`src/assert_macros.svh`:
```
// ----------------------------------------------------------------------------
// assert_macros.svh
// Assertion macros used by the top-level RTL file.
// ----------------------------------------------------------------------------
`ifndef ASSERT_MACROS_SVH
`define ASSERT_MACROS_SVH

// Property sampled on the rising edge of clk, off while rst_n is low.
`define ASSERT_CLK(label, prop, msg) \
    label: assert property (@(posedge clk) disable iff (!rst_n) (prop)) else $error(msg);

// Implication form of the above.
`define ASSERT_IMPL(label, ante, cons, msg) \
    `ASSERT_CLK(label, (ante) |-> (cons), msg)

`endif

```
`src/ce3m_pkg.sv`:
```
// ----------------------------------------------------------------------------
// ce3m_pkg
// Types, constants and response functions of the compass edge unit.
// ----------------------------------------------------------------------------
`timescale 1ns / 1ps

package ce3m_pkg;

    localparam int PIX_W       = 8;
    localparam int ROW_W       = 12;
    localparam int CFG_DATA_W  = 13;
    localparam int CFG_IDX_W   = 2;
    localparam int CFG_WIDTH_W = 11;
    localparam int MIN_DIM     = 3;
    localparam int MAX_HEIGHT  = 4096;
    localparam int RST_WIDTH   = 640;
    localparam int RST_HEIGHT  = 480;
    localparam int SUM_W       = 10;
    localparam int QUEUE_DEPTH = 4;
    localparam int QPTR_W      = $clog2(QUEUE_DEPTH);
    localparam int QCNT_W      = $clog2(QUEUE_DEPTH + 1);

    localparam logic [PIX_W-1:0] PIX_MAX = 8'd255;

    typedef enum logic [CFG_IDX_W-1:0] {
        REG_IMAGE_WIDTH  = 2'd0,
        REG_IMAGE_HEIGHT = 2'd1
    } reg_index_t;

    typedef logic [8:0][PIX_W-1:0] window_t;

    typedef struct packed {
        window_t win;
        logic    last;
    } win_item_t;

    typedef logic [3:0][SUM_W-1:0] resp_t;

    // |pos - neg| of two 10-bit sums
    function automatic logic [SUM_W-1:0] abs_diff(input logic [SUM_W-1:0] pos,
                                                  input logic [SUM_W-1:0] neg);
        abs_diff = (pos >= neg) ? (pos - neg) : (neg - pos);
    endfunction

    function automatic logic [SUM_W-1:0] wsum(input logic [PIX_W-1:0] a,
                                              input logic [PIX_W-1:0] b2,
                                              input logic [PIX_W-1:0] c);
        wsum = SUM_W'(a) + {1'b0, b2, 1'b0} + SUM_W'(c);
    endfunction

    // Magnitudes of the four base masks; the other four are their negations.
    function automatic resp_t compass_abs(input window_t w);
        resp_t r;
        r[0] = abs_diff(wsum(w[0], w[1], w[2]), wsum(w[6], w[7], w[8]));
        r[1] = abs_diff(wsum(w[1], w[0], w[3]), wsum(w[5], w[8], w[7]));
        r[2] = abs_diff(wsum(w[0], w[3], w[6]), wsum(w[2], w[5], w[8]));
        r[3] = abs_diff(wsum(w[3], w[6], w[7]), wsum(w[1], w[2], w[5]));
        compass_abs = r;
    endfunction

endpackage

```
`src/ce3m_back.sv`:
```
// ----------------------------------------------------------------------------
// ce3m_back
// Mask responses, maximum and clamp, with a stallable output register.
// ----------------------------------------------------------------------------
`timescale 1ns / 1ps

module ce3m_back (
    input  logic                       clk,
    input  logic                       rst_n,
    input  logic                       q_valid,
    input  ce3m_pkg::win_item_t        q_item,
    output logic                       pop,
    output logic                       out_valid,
    input  logic                       out_ready,
    output logic [ce3m_pkg::PIX_W-1:0] edge_strength,
    output logic                       frame_last
);

    localparam int SW = ce3m_pkg::SUM_W;

    logic                       b1_valid_reg, b1_last_reg;
    ce3m_pkg::resp_t            b1_resp_reg;
    logic                       o_valid_reg, o_last_reg;
    logic [ce3m_pkg::PIX_W-1:0] o_edge_reg;
    logic                       o_load, b1_load;
    logic [SW-1:0]              max01, max23, max_all;

    assign o_load  = b1_valid_reg && (!o_valid_reg || out_ready);
    assign b1_load = !b1_valid_reg || o_load;
    assign pop     = q_valid && b1_load;

    assign max01   = (b1_resp_reg[0] > b1_resp_reg[1]) ? b1_resp_reg[0] : b1_resp_reg[1];
    assign max23   = (b1_resp_reg[2] > b1_resp_reg[3]) ? b1_resp_reg[2] : b1_resp_reg[3];
    assign max_all = (max01 > max23) ? max01 : max23;

    always_ff @(posedge clk or negedge rst_n)
    begin
        if (!rst_n)
        begin
            b1_valid_reg <= 1'b0;
            o_valid_reg  <= 1'b0;
        end
        else
        begin
            if (b1_load)
            begin
                b1_valid_reg <= q_valid;
            end
            if (o_load)
            begin
                o_valid_reg <= 1'b1;
            end
            else if (out_ready)
            begin
                o_valid_reg <= 1'b0;
            end
        end
    end

    always_ff @(posedge clk)
    begin
        if (pop)
        begin
            b1_resp_reg <= ce3m_pkg::compass_abs(q_item.win);
            b1_last_reg <= q_item.last;
        end
        if (o_load)
        begin
            o_edge_reg <= (max_all > SW'(ce3m_pkg::PIX_MAX)) ? ce3m_pkg::PIX_MAX
                                                             : max_all[ce3m_pkg::PIX_W-1:0];
            o_last_reg <= b1_last_reg;
        end
    end

    assign out_valid     = o_valid_reg;
    assign edge_strength = o_edge_reg;
    assign frame_last    = o_last_reg;

endmodule

```
`config.mk`:
```
export PLATFORM = sky130hd
export DESIGN_NAME = ce3m_back
export DESIGN_NICKNAME = d
export VERILOG_FILES = /design/src/assert_macros.svh /design/src/ce3m_pkg.sv /design/src/ce3m_back.sv
export SDC_FILE = /design/constraint.sdc
export NUM_CORES = 1
export LEC_CHECK = 0
export BUFFER_PORTS_ARGS = -buffer_cell sky130_fd_sc_hd__buf_4
export CORE_UTILIZATION = 45
export CTS_CLUSTER_SIZE = 25
export DETAILED_ROUTE_END_ITERATION = 10
export HOLD_SLACK_MARGIN = 0.06
export PLACE_DENSITY = 0.65
export SYNTH_ARGS = -nofsm -noshare
export SYNTH_HDL_FRONTEND = slang
export SYNTH_SLANG_ARGS = --single-unit
```
`constraint.sdc`:
```
create_clock -name clk -period 9.1 [get_ports clk]
set_input_delay 0 -clock clk [delete_from_list [all_inputs] [get_ports clk]]
set_output_delay 0 -clock clk [all_outputs]
set_load 0.05 [all_outputs]
```
==> results.cfg <==
[routing]
drt-vias-per-instance = 5.69
m1WireLength_um = 11700
wl_met3_um = 1200
vias = 7925
wl_um = 25500
antenna_left = 0
dr.first_iter.drc_count = 460
wl_met2_um = 12100
dr.max_layer_used = met4
dr.pass1.iters = 5
remaining_drc_errors = 0
wire_per_inst_um = 18.3

[synth]
yosysWarnings = 0
syn_inst = 1047
synth_area_sq_mm = 0.00994
synth.distinct_cells = 63
synth_ff_type = edfxtp_1
synth_top_area_frac = 0.224
synth_edf_count = 50
syn_area_per_cell_sq_um = 9.49
synth_area_leaders = ha_1, edfxtp_1, fa_1
ys_seq_area_frac = 0.156
synthArstFlopShare = 0.0385
syn_nets = 1374
ys_ff_latch = 52
synth_top_area_cell = ha_1

[sta]
fin_tns_setup_ns = 0
hold_ws_ns = 0.346
slew_violations = 0
setup_viol = 0
rsz0062_at_grt = no
skew_ns = 0.00506
fin_crit_sh = 0.474
finalCriticalPeriod_ns = 4.31
max-slew-margin-rel = 0.274
fmax_mhz = 232
tightestPinTransition_ns = 1.09
hold_violations = 0
layout_setup_ws_ns = 4.79

[clock_tree]
cts_buffers = 5
cts.sinks = 52
path_clk_slew_ns = 0.07
cts_tree = yes
htreeDepth = 2
cts_resized = 0
cts.path.max_buffers = 2
worstSkewPairLatency_ns = 0.30
cts_root_buf = clkbuf_16

[finish]
largest_reg_flops = 40
layout-drive-gt1-share = 0.104
multiInputGateArea_sq_mm = 0.00789
n_antenna_cell = 0
regArea_sq_mm = 0.00155
n_fill_cell = 2036
finalNonFillerCells = 1394
area.growth.synth_to_final_pct = 10.3
num-nets-final = 1440

[global_route]
antenna_found_initial = 0
grt_max_degree = 42
grt_overflow = 0
grt.total_usage = 0.232
grt_pass1_vias = 7698
grt_pass1_wl_um = 40100

[worst_setup_path]
worstSetupPathType = input pin to flip-flop
cp-end-kind = flip-flop
startpoint_type = input pin
crit_arrival_ns = 4.43
cp.required_ns = 9.21
cp_max_fo = 15

[die]
start_util = 0.457
core_area_sq_mm = 0.0218
pin_count = 88
rows = 54
die_area_sq_mm = 0.0227
chipHeight_um = 151
die_w_um = 151

[placement]
dp_cells = 1381
io_buffers = 79
hpwl_um = 22400
dp_slack_ns = 4.58
gp_congestion = 1.01

[power]
powerDensity_mw_per_mm2 = 380
ir_drop_mv = 0.204
p_leak_nw = 5.08

[flow_run]
drv_cap = 0

[status]
status = complete, no violations

[worst_hold_path]
min_path_type = input pin to flip-flop
-- final timing paths --
| kind | end | depth (start not counted) | startpoint | slack (ns) |
|---|---|---|---|---|
| setup / recovery | b1_resp_reg[19]$_DFFE_PP_ | 17 | q_item[1] | 4.79 |
| hold / removal | b1_resp_reg[0]$_DFFE_PP_ | 4 | q_item[65] | 0.35 |
| setup reg to reg | edge_strength[7]$_SDFFCE_PN1P_ | 12 | b1_resp_reg[39]$_DFFE_PP_ | 4.87 |
| hold reg to reg | frame_last$_DFFE_PP_ | 0 | b1_last_reg$_DFFE_PP_ | 0.43 |
| max in group asynchronous | b1_valid_reg$_DFFE_PN0N_ | 3 | rst_n | 8.40 |
| min in group asynchronous | out_valid$_DFFE_PN0P_ | 3 | rst_n | 0.57 |
-- routing by layer --
layer	up-vias	track usage
met5	-	0
met4	0	0.0630
met3	30	0.0230
met2	226	0.397
met1	3767	0.312
li1	3902	-
-- repair_timing --
item | CTS | global route
endpoints found under the setup margin | 0 | 0
hold endpoints to repair | 5 | 0
setup buffers | 0 | 0
hold buffers | 5 | 0
-- power by group --
part / total [mW] / internal (mW) / switching (mW)
combinational: 3.33 / 1.39 / 1.94
clock: 0.195 / 0.104 / 0.0906
sequential: 0.637 / 0.526 / 0.111
total: 4.16 / 2.02 / 2.14
-- per-stage QoR --
step / total power, mW / utilization / area (sq um)
4_1_cts: 4.13 / 0.504 / 11000
3_5_place_dp: 3.93 / 0.494 / 10800
5_1_grt: 4.53 / 0.504 / 11000
3_3_place_gp: 3.87 / 0.494 / 10800
2_1_floorplan: 3.18 / - / 9940
6_report: 4.16 / 0.504 / 11000
-- cell families after synthesis --
group	share of synthesized area
AND/OR/NAND/NOR	0.120
multiplexers	0.0465
flip-flops	0.156
AO/OA/AOI/OAI	0.173
buffers and inverters	0.0514
adder cells (fa/ha/maj)	0.369
XOR/XNOR	0.0837
-- layout by cell type (no fill, tap or decap), types with 6 or more instances in the layout --
cell      Yosys  layout
a211oi_1     10      10
a21o_1       30      30
a21oi_1      67      67
a31oi_1      10      10
and4_1        9       9
buf_4         3      80
edfxtp_1     50      50
fa_1         72      72
ha_1        178     178
inv_1        98      98
mux2_2        9       9
mux2i_1      36      36
nand2_1      31      31
nand2b_1     12      12
nand3_1       8       8
nand3b_1      7       7
nand4_1       6       6
nor2_1       71      71
nor2b_1      26      26
nor3_1       24      24
nor4_1       19      19
o21a_1       16      16
o21ai_0      38      38
o21ai_1       6       6
o21bai_1      8       8
o31ai_1      12      12
o32ai_1       8       8
o41ai_1       9       9
xnor2_1      51      51
xor2_1       44      44
-- final cells by class --
class | instances | area share
timing repair buffer | 85 | 0.0594
clock buffer | 5 | 0.0114
clock inverter | 3 | 0.00251
inverter | 98 | 0.0336
tap | 280 | 0.0320
multi-input combinational | 871 | 0.720
sequential | 52 | 0.142
-- critical path, cell delays in order --
cell and delay [ns]:
buf_4 0.14, fa_1 0.49, ha_1 0.25, fa_1 0.42, a21o_1 0.18, a21oi_1 0.23
o21bai_1 0.09, a21oi_1 0.21, xnor2_1 0.18, inv_1 0.07, ha_1 0.37, a21oi_1 0.14
o21ai_0 0.19, o41ai_4 0.81, o21ai_1 0.15, o22ai_1 0.24, xor2_1 0.26
-- synthesized netlist by cell type (8+ instances only) --
master	count
o32ai_1	8
nand2b_1	12
xor2_1	44
and4_1	9
o21a_1	16
o41ai_1	9
mux2_2	9
o31ai_1	12
ha_1	178
nand2_1	31
o21bai_1	8
inv_1	98
nor2_1	71
nor3_1	24
nand3_1	8
clkbuf_1	9
a21oi_1	67
nor4_1	19
mux2i_1	36
edfxtp_1	50
a31oi_1	10
o21ai_0	38
nor2b_1	26
fa_1	72
a21o_1	30
xnor2_1	51
a211oi_1	10
No activity file was read; power rests on OpenSTA's default activity.
