<file path="src/assert_macros.svh">
// ----------------------------------------------------------------------------
// assert_macros.svh
// Assertion macros used by the top-level RTL file.
// ----------------------------------------------------------------------------
`ifndef ASSERT_MACROS_SVH
`define ASSERT_MACROS_SVH

// Property sampled on the rising edge of clk, off while rst_n is low.
`define ASSERT_CLK(label, prop, msg) \
    label: assert property (@(posedge clk) disable iff (!rst_n) (prop)) else $error(msg);

// Implication form of the above.
`define ASSERT_IMPL(label, ante, cons, msg) \
    `ASSERT_CLK(label, (ante) |-> (cons), msg)

`endif

</file>
<file path="src/ce3m_pkg.sv">
// ----------------------------------------------------------------------------
// ce3m_pkg
// Types, constants and response functions of the compass edge unit.
// ----------------------------------------------------------------------------
`timescale 1ns / 1ps

package ce3m_pkg;

    localparam int PIX_W       = 8;
    localparam int ROW_W       = 12;
    localparam int CFG_DATA_W  = 13;
    localparam int CFG_IDX_W   = 2;
    localparam int CFG_WIDTH_W = 11;
    localparam int MIN_DIM     = 3;
    localparam int MAX_HEIGHT  = 4096;
    localparam int RST_WIDTH   = 640;
    localparam int RST_HEIGHT  = 480;
    localparam int SUM_W       = 10;
    localparam int QUEUE_DEPTH = 4;
    localparam int QPTR_W      = $clog2(QUEUE_DEPTH);
    localparam int QCNT_W      = $clog2(QUEUE_DEPTH + 1);

    localparam logic [PIX_W-1:0] PIX_MAX = 8'd255;

    typedef enum logic [CFG_IDX_W-1:0] {
        REG_IMAGE_WIDTH  = 2'd0,
        REG_IMAGE_HEIGHT = 2'd1
    } reg_index_t;

    typedef logic [8:0][PIX_W-1:0] window_t;

    typedef struct packed {
        window_t win;
        logic    last;
    } win_item_t;

    typedef logic [3:0][SUM_W-1:0] resp_t;

    // |pos - neg| of two 10-bit sums
    function automatic logic [SUM_W-1:0] abs_diff(input logic [SUM_W-1:0] pos,
                                                  input logic [SUM_W-1:0] neg);
        abs_diff = (pos >= neg) ? (pos - neg) : (neg - pos);
    endfunction

    function automatic logic [SUM_W-1:0] wsum(input logic [PIX_W-1:0] a,
                                              input logic [PIX_W-1:0] b2,
                                              input logic [PIX_W-1:0] c);
        wsum = SUM_W'(a) + {1'b0, b2, 1'b0} + SUM_W'(c);
    endfunction

    // Magnitudes of the four base masks; the other four are their negations.
    function automatic resp_t compass_abs(input window_t w);
        resp_t r;
        r[0] = abs_diff(wsum(w[0], w[1], w[2]), wsum(w[6], w[7], w[8]));
        r[1] = abs_diff(wsum(w[1], w[0], w[3]), wsum(w[5], w[8], w[7]));
        r[2] = abs_diff(wsum(w[0], w[3], w[6]), wsum(w[2], w[5], w[8]));
        r[3] = abs_diff(wsum(w[3], w[6], w[7]), wsum(w[1], w[2], w[5]));
        compass_abs = r;
    endfunction

endpackage

</file>
<file path="src/ce3m_queue.sv">
// ----------------------------------------------------------------------------
// ce3m_queue
// Small FIFO of windows between the front and back parts.
// ----------------------------------------------------------------------------
`timescale 1ns / 1ps

module ce3m_queue (
    input  logic                        clk,
    input  logic                        rst_n,
    input  logic                        push,
    input  ce3m_pkg::win_item_t         push_item,
    input  logic                        pop,
    output logic                        pop_valid,
    output ce3m_pkg::win_item_t         pop_item,
    output logic [ce3m_pkg::QCNT_W-1:0] count
);

    ce3m_pkg::win_item_t                 slot_reg [ce3m_pkg::QUEUE_DEPTH];
    logic [ce3m_pkg::QPTR_W-1:0]         wr_ptr_reg, wr_ptr_next;
    logic [ce3m_pkg::QPTR_W-1:0]         rd_ptr_reg, rd_ptr_next;
    logic [ce3m_pkg::QCNT_W-1:0]         count_reg, count_next;

    always_comb
    begin
        wr_ptr_next = push ? wr_ptr_reg + ce3m_pkg::QPTR_W'(1) : wr_ptr_reg;
        rd_ptr_next = pop ? rd_ptr_reg + ce3m_pkg::QPTR_W'(1) : rd_ptr_reg;
        count_next  = count_reg + ce3m_pkg::QCNT_W'(push) - ce3m_pkg::QCNT_W'(pop);
    end

    always_ff @(posedge clk or negedge rst_n)
    begin
        if (!rst_n)
        begin
            wr_ptr_reg <= '0;
            rd_ptr_reg <= '0;
            count_reg  <= '0;
        end
        else
        begin
            wr_ptr_reg <= wr_ptr_next;
            rd_ptr_reg <= rd_ptr_next;
            count_reg  <= count_next;
        end
    end

    always_ff @(posedge clk)
    begin
        if (push)
        begin
            slot_reg[wr_ptr_reg] <= push_item;
        end
    end

    assign pop_valid = (count_reg != '0);
    assign pop_item  = slot_reg[rd_ptr_reg];
    assign count     = count_reg;

endmodule

</file>
<file path="config.mk">
export PLATFORM = sky130hd
export DESIGN_NAME = ce3m_queue
export DESIGN_NICKNAME = d
export VERILOG_FILES = /design/src/assert_macros.svh /design/src/ce3m_pkg.sv /design/src/ce3m_queue.sv
export SDC_FILE = /design/constraint.sdc
export NUM_CORES = 1
export LEC_CHECK = 0
export BUFFER_PORTS_ARGS = -buffer_cell sky130_fd_sc_hd__buf_2
export CORE_ASPECT_RATIO = 0.75
export CORE_MARGIN = 8
export CORE_UTILIZATION = 57
export DETAILED_ROUTE_END_ITERATION = 8
export MAX_ROUTING_LAYER = met4
export PLACE_DENSITY_LB_ADDON = 0.08
export SKIP_LAST_GASP = 1
export SYNTH_ARGS = -nofsm -noshare
export SYNTH_HDL_FRONTEND = slang
export SYNTH_SLANG_ARGS = --single-unit
</file>
<file path="constraint.sdc">
create_clock -name clk -period 3.7 [get_ports clk]
set_input_delay 0.74 -clock clk [delete_from_list [all_inputs] [get_ports clk]]
set_output_delay 0.74 -clock clk [all_outputs]
set_load 0.01 [all_outputs]
</file>
==> results of run 1 <==
==> worst max-delay path, stage by stage, from the launching register on <==
cell and delay [ns]:
dfrtp_4 0.69, buf_12 0.31, mux4_2 0.59, buf_2 0.17
==> report_power, final <==
part           internal [W]  switching, W
logic               0.00138       0.00147
clock network       0.00157       0.00114
registers           0.00443      0.000298
==> metal layers <==
layer	part of all wire, %	vias to the layer above	track usage (%)
met4	1.4	0	3.523
met5	0	-	-
li1	-	2139	-
met3	7.8	23	5.403
met2	49	153	26.96
met1	42	2534	22.04
==> cell type report <==
class / count / area (um2)
flip-flops and latches: 299 / 8951
fillers: 1166 / 5692
multi-input cells: 93 / 1837
repair buffers: 162 / 908.4
clock buffers: 33 / 740.7
well taps: 247 / 309.0
clock inverters: 19 / 145.1
inverters: 6 / 22.52
diodes: 4 / 10.01
==> worst paths after layout <==
path,to,depth (start not counted)
max,pop_item[32],3
min,count[1],1
max reg2reg,slot_reg[0][52],4
min reg2reg,count[2],1
max in group asynchronous,rd_ptr_reg[0],1
min in group clk,slot_reg[2][60],1
==> through the flow <==
step	hold slack [ns]	util, %	cells	area [um2]
3_5_place_dp	0.5133	64.61	807	12030
4_1_cts	0.02757	69.37	859	12910
5_1_grt	0.03595	69.42	863	12920
2_1_floorplan	0.4444	-	414	10910
3_3_place_gp	0.4772	64.61	807	12030
6_report	0.03762	69.42	863	12920
==> placed cells by master (no fill, tap or decap), types with 3 or more instances in the layout <==
cell / synthesis / routed
mux4_2: 73 / 73
buf_4: 2 / 3
clkinv_2: 0 / 11
inv_1: 6 / 6
buf_2: 7 / 153
ha_1: 6 / 6
buf_12: 0 / 6
clkinv_1: 0 / 4
xor2_1: 3 / 3
clkbuf_16: 0 / 29
edfxtp_1: 292 / 292
dfrtp_1: 7 / 5
and2_4: 0 / 4
diode_2: 0 / 4
clkbuf_1: 1 / 4
==> logic make-up (layout without fill, tap and decap cells) <==
logic type / after synthesis / count (layout) / share of synthesized area (%)
compound gates: 1 / 1 / 0.04581
flops: 299 / 299 / 81.94
simple gates: 7 / 7 / 0.3554
mux: 73 / 73 / 15.06
buf+inv: 22 / 220 / 1.318
other cells: 0 / 4 / 0
fa+ha+maj: 7 / 7 / 0.8712
xor+xnor: 5 / 5 / 0.4013
==> cells in the mapped netlist <==
cell type	n
o21ai_0	1
ha_1	6
clkbuf_1	1
buf_6	6
buf_4	2
and2_1	4
or3_1	1
inv_1	6
mux4_2	73
buf_2	7
xnor2_1	2
nand2_1	2
fa_1	1
dfrtp_1	7
xor2_1	3
edfxtp_1	292
==> run metrics, run 1 <==
sequential-to-total area share from yosys stat=between 80% and 90%; Synth Warn #=0; Setup crit start kind=register; Die ar.=between 20000 and 25000 um2; setup_tns=0 ns; Num CTS Buffers=28; GRT Util Overall=roughly 17%; vias in the first global route=5340; part of the cycle the worst path needs=slightly above 80%; status=finished clean; Cell Pwr Density=just under 800 nW/um2; CTS Buffer Depth=3; initial antenna violation count=4; Max Cap Viol=0; root buffer cell=clkbuf_16; total chip power=0.01029 W; later-pin clock latency in the skew report=about 0.53 ns; flops & latches, synth=roughly 300; Synth top area share=80.34%; post-DP HPWL=12.35 mm; TritonCTS Sinks=299; library cells used by synthesis=16; Initial DRC Count=~330; max reg flops=292; Max Fanout on Critical Path=32; drt via density=5.619; Final nets=a little under 700; Reg-to-Reg Start=wr_ptr_reg[0]; Post-route DRC=0; H-tree Lvls=1; Worst Path Required=2.96 ns; Tightest Pin Transition=between 0.6 and 0.7 ns; setup bufs post-CTS=0; total global routing overflow=0; die height=135.8 um; first-pass GRT wire length=30.23 mm; port buffer count=153; leading area contributor after synthesis=edfxtp_1; Final Hold Viols=0; max_slew headroom=just under 60%; fmax=between 300 and 400 MHz; skew final=~0.02 ns; CP arrival=between 2 and 2.5 ns; pre-CTS setup slack=around 1.2 ns; Resize count post-CTS=0; crit path from=rd_ptr_reg[0]; ranking of synthesized cells by area=edfxtp_1, mux4_2, dfrtp_1, ha_1, buf_6; IO Pins=between 150 and 200; Die W=between 150 and 200 um; DR WL/cell=~23 um; slack of the critical path=roughly 0.63 ns; Starting Density=58.63%; CTS tree=built; Synth Cell Area=10910 um2; layout cells sized above 1=46.57%; Leakage Power=roughly 4.5 nW; core area=~19000 um2; Reg2Reg Setup Slack=roughly 1.7 ns; Final Setup Violations=0; Slew Limit Fails=0; largest net degree at the start of global routing=46; min Tclk post-route=3.071 ns; Crit Path Category=reg -> out; Hold Crit Class=in -> async; Synth Instances=between 400 and 500; Hold-fix buffers, CTS=0; Mean Syn Cell Area=approximately 26 um2; Post-DRT Antenna Nets=0; CP endpoint kind=output port; syn_nets=498; area added between synthesis and finish=18.41%; FP Rows=43; GP Congestion=just over 0.7; final WL=between 15 and 20 mm; VDD IR max=0.5504 mV; total number of vias=about 4800; First-pass DRT Iterations=4; Reg clk slew, reported paths=about 0.06 ns; RSZ-0062 raised after global routing=false
Note: power is estimated with default switching activity, not from simulation.
==> inputs of run 2 (changes only) <==
--- a/config.mk
+++ b/config.mk
@@ -5,10 +5,11 @@
 export SDC_FILE = /design/constraint.sdc
 export NUM_CORES = 1
 export LEC_CHECK = 0
+export ABC_AREA = 1
 export BUFFER_PORTS_ARGS = -buffer_cell sky130_fd_sc_hd__buf_2
 export CORE_ASPECT_RATIO = 0.75
 export CORE_MARGIN = 8
-export CORE_UTILIZATION = 57
+export CORE_UTILIZATION = 58
 export DETAILED_ROUTE_END_ITERATION = 8
 export MAX_ROUTING_LAYER = met4
 export PLACE_DENSITY_LB_ADDON = 0.08
==> constraint.sdc (replaced) <==
create_clock -name clk -period 3 [get_ports clk]
set_input_delay 0.6 -clock clk [delete_from_list [all_inputs] [get_ports clk]]
set_output_delay 0.6 -clock clk [all_outputs]
set_load 0.01 [all_outputs]
==> run metrics, run 2 <==
Starting Density=58.39% (was 58.63%); syn_nets=1274 (was 498); area added between synthesis and finish=14.20% (was 18.41%); commonest cells in the netlist=nand2_1, inv_1, edfxtp_1 (was edfxtp_1, mux4_2, buf_2, dfrtp_1); Reg clk slew, reported paths=0.06 ns (about the same); first-pass GRT wire length=38.61 mm (was 30.23 mm); Slew Limit Fails=0 (unchanged); Synth Cell Area=12740 um2 (was 10910 um2); library cells used by synthesis=14 (was 16); leading area contributor after synthesis=edfxtp_1 (unchanged); Post-DRT Antenna Nets=0 (unchanged); IO Pins=154 (unchanged); min Tclk post-route=between 2 and 3 ns; Hold Crit Class=in -> reg (was in -> async); part of the cycle the worst path needs=91.64%; Final Hold Viols=0 (unchanged); die height=144.4 um (was 135.8 um); H-tree Lvls=1 (unchanged); crit path from=rd_ptr_reg[0] (unchanged); ranking of synthesized cells by area=edfxtp_1, nand2_1, inv_1, nand3_1, buf_6 (was edfxtp_1, mux4_2, dfrtp_1, ha_1, buf_6); FP Rows=47 (was 43); Cell Count, Final, Fillers Out=1656 (was 863); total global routing overflow=0 (unchanged); Post-route DRC=0 (unchanged); Die ar.=27010 um2 (was 23880 um2); max reg flops=292 (unchanged); Synth Instances=1190 (was 414); CTS Buffer Depth=3 (unchanged); largest net degree at the start of global routing=149 (was 46); Leakage Power=6.840 nW (was 4.461 nW); TritonCTS Sinks=299 (unchanged); Reg-to-Reg Start=wr_ptr_reg[1] (was wr_ptr_reg[0]); crit-path cells=inv_4, buf_4, nand2_1, nand3_1, nand2_1, buf_2 (was buf_12, mux4_2, buf_2); sequential-to-total area share from yosys stat=70.20% (was 81.94%); later-pin clock latency in the skew report=0.53 ns (about the same); placed cells=1602 (was 807); Crit Path Category=reg -> out (unchanged); Post-synth EDFFs=292 (unchanged); most frequent cell after synthesis=nand2_1 (was edfxtp_1); Synth top area share=68.83% (was 80.34%); most frequent cells in the layout=nand2_1, inv_1, edfxtp_1 (was edfxtp_1, buf_2, mux4_2); VDD IR max=0.7567 mV (was 0.5504 mV); port buffer count=153 (unchanged); CP endpoint kind=output port (unchanged); skew final=0.009118 ns (was 0.01973 ns); Worst path slowest cell=dfrtp_4 (unchanged); status=finished clean (unchanged); GP Congestion=0.7446 (was 0.7046); GRT Util Overall=18.46% (was 17.14%); fmax=between 300 and 400 MHz; CP max stage delay=0.50 ns (was 0.69 ns); flops & latches, synth=299 (unchanged); Final nets=1424 (was 674); Setup crit start kind=register (unchanged); core area=21820 um2 (was 18620 um2); setup_tns=0 ns (unchanged); Synth Warn #=0 (unchanged); root buffer cell=clkbuf_16 (unchanged); layout cells sized above 1=15.62% (was 46.57%); asr flop ratio synth=2.341% (unchanged); most used cell, CP=nand2_1; Mean Syn Cell Area=10.71 um2 (was 26.36 um2); Resize count post-CTS=0 (unchanged); Max Fanout on Critical Path=50 (was 32); drt via density=4.724 (was 5.619); total number of vias=7823 (was 4849); First-pass DRT Iterations=5 (was 4); Num CTS Buffers=29 (was 28); initial antenna violation count=3 (was 4); Die W=187.1 um (was 175.8 um); Final Setup Violations=0 (unchanged); CTS tree=built (unchanged); vias in the first global route=7435 (was 5340); Max Cap Viol=0 (unchanged); RSZ-0062 raised after global routing=false (unchanged); final WL=24.47 mm (was 19.66 mm); Initial DRC Count=461 (was 334); Most used DFF post-synth=edfxtp_1 (unchanged); post-DP HPWL=13.82 mm (was 12.35 mm); Worst Path Required=2.40 ns (was 2.96 ns); Cell Pwr Density=946.8 nW/um2 (was 795.9 nW/um2); DR WL/cell=14.78 um (was 22.78 um); HP Start=push_item[18]; max_slew headroom=51.98% (was 59.20%); CP arrival=2.15 ns (was 2.33 ns); Tightest Pin Transition=0.7204 ns (was 0.6120 ns); commonest non-fill, non-tap cell in the layout=nand2_1 (was edfxtp_1)
[run 2: cell count changes in the layout (fill, tap and decap cells not counted), moves of 2 or more]
cell,before,now
xnor2_1,2,0
buf_4,3,8
nand3_1,0,148
mux4_2,73,0
clkinvlp_4,2,0
clkinv_1,4,9
inv_1,6,300
bufinv_16,2,0
nand2_1,2,376
and2_4,4,0
[run 2: per-stage QoR]
step / hold WS, ns / area, um2 / utilization [%] / worst slack (ns) / power, W
2_1_floorplan: 0.3044 / 12740 / - / 0.2604 / 0.009127
3_3_place_gp: 0.4558 / 13720 / 62.87 / 0.8116 / 0.01071
3_5_place_dp: 0.4494 / 13720 / 62.87 / 0.7929 / 0.01080
4_1_cts: 0.2480 / 14540 / 66.63 / 0.2107 / 0.01396
5_1_grt: 0.2533 / 14540 / 66.66 / 0.09770 / 0.01469
6_report: 0.2752 / 14550 / 66.69 / 0.2508 / 0.01378
[run 2: path summary, 6_finish.rpt]
kind	to	slack, ns	cells after the start
worst max-delay path	pop_item[69]	0.25	6
worst min-delay path	slot_reg[0][18]	0.28	1
worst max register to register	slot_reg[1][63]	1.32	5
worst min register to register	count[2]	0.50	2
max in group asynchronous	rd_ptr_reg[0]	2.37	2
min in group asynchronous	count[1]	0.44	2
[run 2: repair_timing]
item,CTS,global route
buffers inserted,0,0
hold buffers,1,0
endpoints found under the hold margin,7,0
[run 2: critical path, delay by kind of cell (launching register included)]
family | cells | cell delay [ns]
and+or+nand+nor | 3 | 0.21
DFF | 1 | 0.50
buffers and inverters | 3 | 0.89
[run 2: cell type report]
| cell class | count | area (um2) |
|---|---|---|
| clock inverters | 16 | 72.57 |
| multi-input cells | 535 | 2278 |
| inverters | 306 | 1156 |
| fillers | 1636 | 7268 |
| repair buffers | 169 | 975.9 |
| clock buffers | 32 | 737.0 |
| diodes | 5 | 12.51 |
| flip-flops and latches | 299 | 8949 |
| well taps | 294 | 367.9 |
[run 2: per-layer routing]
metal / global-route usage [%] / vias to the layer above / share of wire, %
li1: - / 4008 / -
met1: 23.90 / 3564 / 45
met2: 29.99 / 213 / 46
met3: 3.759 / 38 / 6.7
met4: 4.460 / 0 / 1.7
met5: - / - / 0
[run 2: kinds of logic after synthesis]
| group | Yosys count | share of synthesized area, % |
|---|---|---|
| AO/OA/AOI/OAI | 1 | 0.03925 |
| flip-flops | 299 | 70.20 |
| XOR/XNOR | 3 | 0.2063 |
| adder cells (fa/ha/maj) | 7 | 0.7464 |
| buffers and inverters | 356 | 11.91 |
| AND/OR/NAND/NOR | 524 | 16.89 |
[run 2: power breakdown]
part           switching [W]  internal [W]
Combinational        0.00335       0.00162
Sequential          0.000179       0.00547
Clock                0.00142       0.00174
Total                0.00495       0.00883
==> inputs of run 3 (changes only) <==
--- a/config.mk
+++ b/config.mk
@@ -6,6 +6,7 @@
 export NUM_CORES = 1
 export LEC_CHECK = 0
 export ABC_AREA = 1
+export ABC_CLOCK_PERIOD_IN_PS = 3000
 export BUFFER_PORTS_ARGS = -buffer_cell sky130_fd_sc_hd__buf_2
 export CORE_ASPECT_RATIO = 0.75
 export CORE_MARGIN = 8
@@ -13,6 +14,7 @@
 export DETAILED_ROUTE_END_ITERATION = 8
 export MAX_ROUTING_LAYER = met4
 export PLACE_DENSITY_LB_ADDON = 0.08
+export RECOVER_POWER = 25
 export SKIP_LAST_GASP = 1
 export SYNTH_ARGS = -nofsm -noshare
 export SYNTH_HDL_FRONTEND = slang
==> run metrics, run 3 (synthesis results as in run 2) <==
Post-DRT Antenna Nets=0 (unchanged); Cell Pwr Density=949.5 nW/um2 (was 946.8 nW/um2); R2R depth=5 (unchanged); Die ar.=27010 um2 (unchanged); status=finished clean (unchanged); total global routing overflow=0 (unchanged); Post-route DRC=0 (unchanged); Fill cells=1652 (was 1636); die height=144.4 um (unchanged); largest net degree at the start of global routing=149 (unchanged); GRT Util Overall=18.46% (unchanged); IO Pins=154 (unchanged); Final Core Density=66.41% (was 66.69%); DR WL/cell=14.77 um (was 14.78 um); TritonCTS Sinks=299 (unchanged); Initial DRC Count=475 (was 461); Tightest Pin Transition=0.6896 ns (was 0.7204 ns); fmax=363.9 MHz (was 363.7 MHz); drt via density=4.724 (about the same); Setup crit start kind=register (unchanged); layout cells sized above 1=12.23% (was 15.62%); logic gate share of total power=36.0% (about the same); vias in the first global route=7435 (unchanged); H-tree Lvls=1 (unchanged); GP Congestion=0.7446 (unchanged); max reg flops=292 (unchanged); root buffer cell=clkbuf_16 (unchanged); core area=21820 um2 (unchanged); Cell Count, Final, Fillers Out=1655 (was 1656); First-pass DRT Iterations=5 (unchanged); Final nets=1424 (unchanged); Max Cap Viol=0 (unchanged); Max Fanout on Critical Path=50 (unchanged); Reg-to-Reg Start=wr_ptr_reg[1] (unchanged); Die W=187.1 um (unchanged); commonest non-fill, non-tap cell in the layout=nand2_1 (unchanged); Net Sw Power=0.004939 W (was 0.004949 W); Resize count post-CTS=0 (unchanged); max_slew headroom=54.03% (was 51.98%); area added between synthesis and finish=13.73% (was 14.20%); Starting Density=58.39% (unchanged); HP Start=push_item[17] (was push_item[18]); Final Hold Viols=0 (unchanged); RSZ-0062 raised after global routing=false (unchanged); Reg clk slew, reported paths=0.06 ns (about the same); total number of vias=7819 (was 7823); first-pass GRT wire length=38.61 mm (unchanged); Worst Hold End=slot_reg[1][17] (was slot_reg[0][18]); cell internal pwr=0.008818 W (was 0.008827 W); part of the cycle the worst path needs=91.60% (was 91.64%); Sw Share=35.90% (was 35.92%); CTS tree=built (unchanged); FP Rows=47 (unchanged); placed cells=1602 (unchanged); slack of the critical path=0.2519 ns (was 0.2508 ns); CTS Buffer Depth=3 (unchanged); skew final=0.008815 ns (was 0.009118 ns); Slew Limit Fails=0 (unchanged); Hold Crit Class=in -> reg (unchanged); Num CTS Buffers=29 (unchanged); final WL=24.45 mm (was 24.47 mm); most frequent cells in the layout=nand2_1, inv_1, edfxtp_1 (unchanged); Leakage Power=6.713 nW (was 6.840 nW); CP endpoint kind=output port (unchanged); setup bufs post-CTS=0 (unchanged); worst hold path cell count=1 (unchanged); pre-CTS setup slack=0.7929 ns (unchanged); Final Setup Violations=0 (unchanged); R2R Path End=slot_reg[1][63] (unchanged); Crit Path Category=reg -> out (unchanged); min Tclk post-route=2.748 ns (was 2.749 ns); setup_tns=0 ns (unchanged); VDD IR max=0.7516 mV (was 0.7567 mV); post-DP HPWL=13.82 mm (unchanged); initial antenna violation count=3 (unchanged); Reg2Reg Setup Slack=1.31 ns (was 1.32 ns); clock group share of total power=22.9% (was 23.0%); later-pin clock latency in the skew report=0.53 ns (about the same); sequential power share=41.1% (was 41.0%); port buffer count=153 (unchanged); Worst Path Required=2.40 ns (about the same); CP arrival=2.15 ns (about the same)
[run 3: changes by cell type in the layout (fill, tap and decap cells not counted)]
cell and delta:
diode_2 -1, clkbuf_1 +46, buf_2 -46
[run 3: worst max-delay path, cell delays in order (launching register included)]
cell and delay (ns):
dfrtp_4 0.50, inv_4 0.43, buf_4 0.32, nand2_1 0.07
nand3_1 0.07, nand2_1 0.07, buf_2 0.14
[run 3: how the worst max path moves through the flow]
stage | startpoint | to | slack, ns
after floorplan | push | slot_reg[1][0] | 0.26
after global placement | rd_ptr_reg[0] | pop_item[69] | 0.81
after detailed placement | rd_ptr_reg[0] | pop_item[69] | 0.79
after CTS | rd_ptr_reg[0] | pop_item[69] | 0.21
after global routing | rd_ptr_reg[0] | pop_item[37] | 0.1
final | rd_ptr_reg[0] | pop_item[69] | 0.25
[run 3: cell type report]
type	count	area, um2	share of cell area, %
antenna	4	10.01	0.06908
clock buffer	32	737.0	5.086
clock inverter	16	72.57	0.5009
inverter	306	1156	7.979
multi-input combinational	535	2278	15.73
sequential	299	8949	61.76
tap	294	367.9	2.539
timing repair buffer	169	918.4	6.339
[run 3: per-layer routing]
| metal | track usage, % | part of all wire, % | wire (um) | vias to the layer above |
|---|---|---|---|---|
| met2 | 29.99 | 47 | 11390 | 207 |
| met5 | - | 0 | 0 | - |
| met1 | 23.90 | 45 | 11010 | 3574 |
| met3 | 3.759 | 6.7 | 1631 | 38 |
| li1 | - | - | - | 4000 |
| met4 | 4.460 | 1.7 | 418 | 0 |
[run 3: repair_timing]
| action | CTS | global route |
|---|---|---|
| endpoints found under the hold margin | 7 | 0 |
| endpoints found under the setup margin | 0 | 0 |
| hold buffers | 1 | 0 |
[run 3: power by group through the flow]
stage	sequential, W	clock [W]	combinational, W
after floorplan	0.00574	0	0.00339
after global placement	0.00572	0	0.00499
after detailed placement	0.00574	0	0.00506
after CTS	0.00565	0.00323	0.00508
after global routing	0.00571	0.00339	0.00558
final	0.00565	0.00316	0.00495
[run 3: stage by stage]
step	cell area, um2	hold slack [ns]	total power (W)
4_1_cts	14540	0.2480	0.01396
2_1_floorplan	12740	0.3044	0.009127
6_report	14490	0.2825	0.01376
3_5_place_dp	13720	0.4494	0.01080
3_3_place_gp	13720	0.4558	0.01071
5_1_grt	14490	0.2765	0.01468
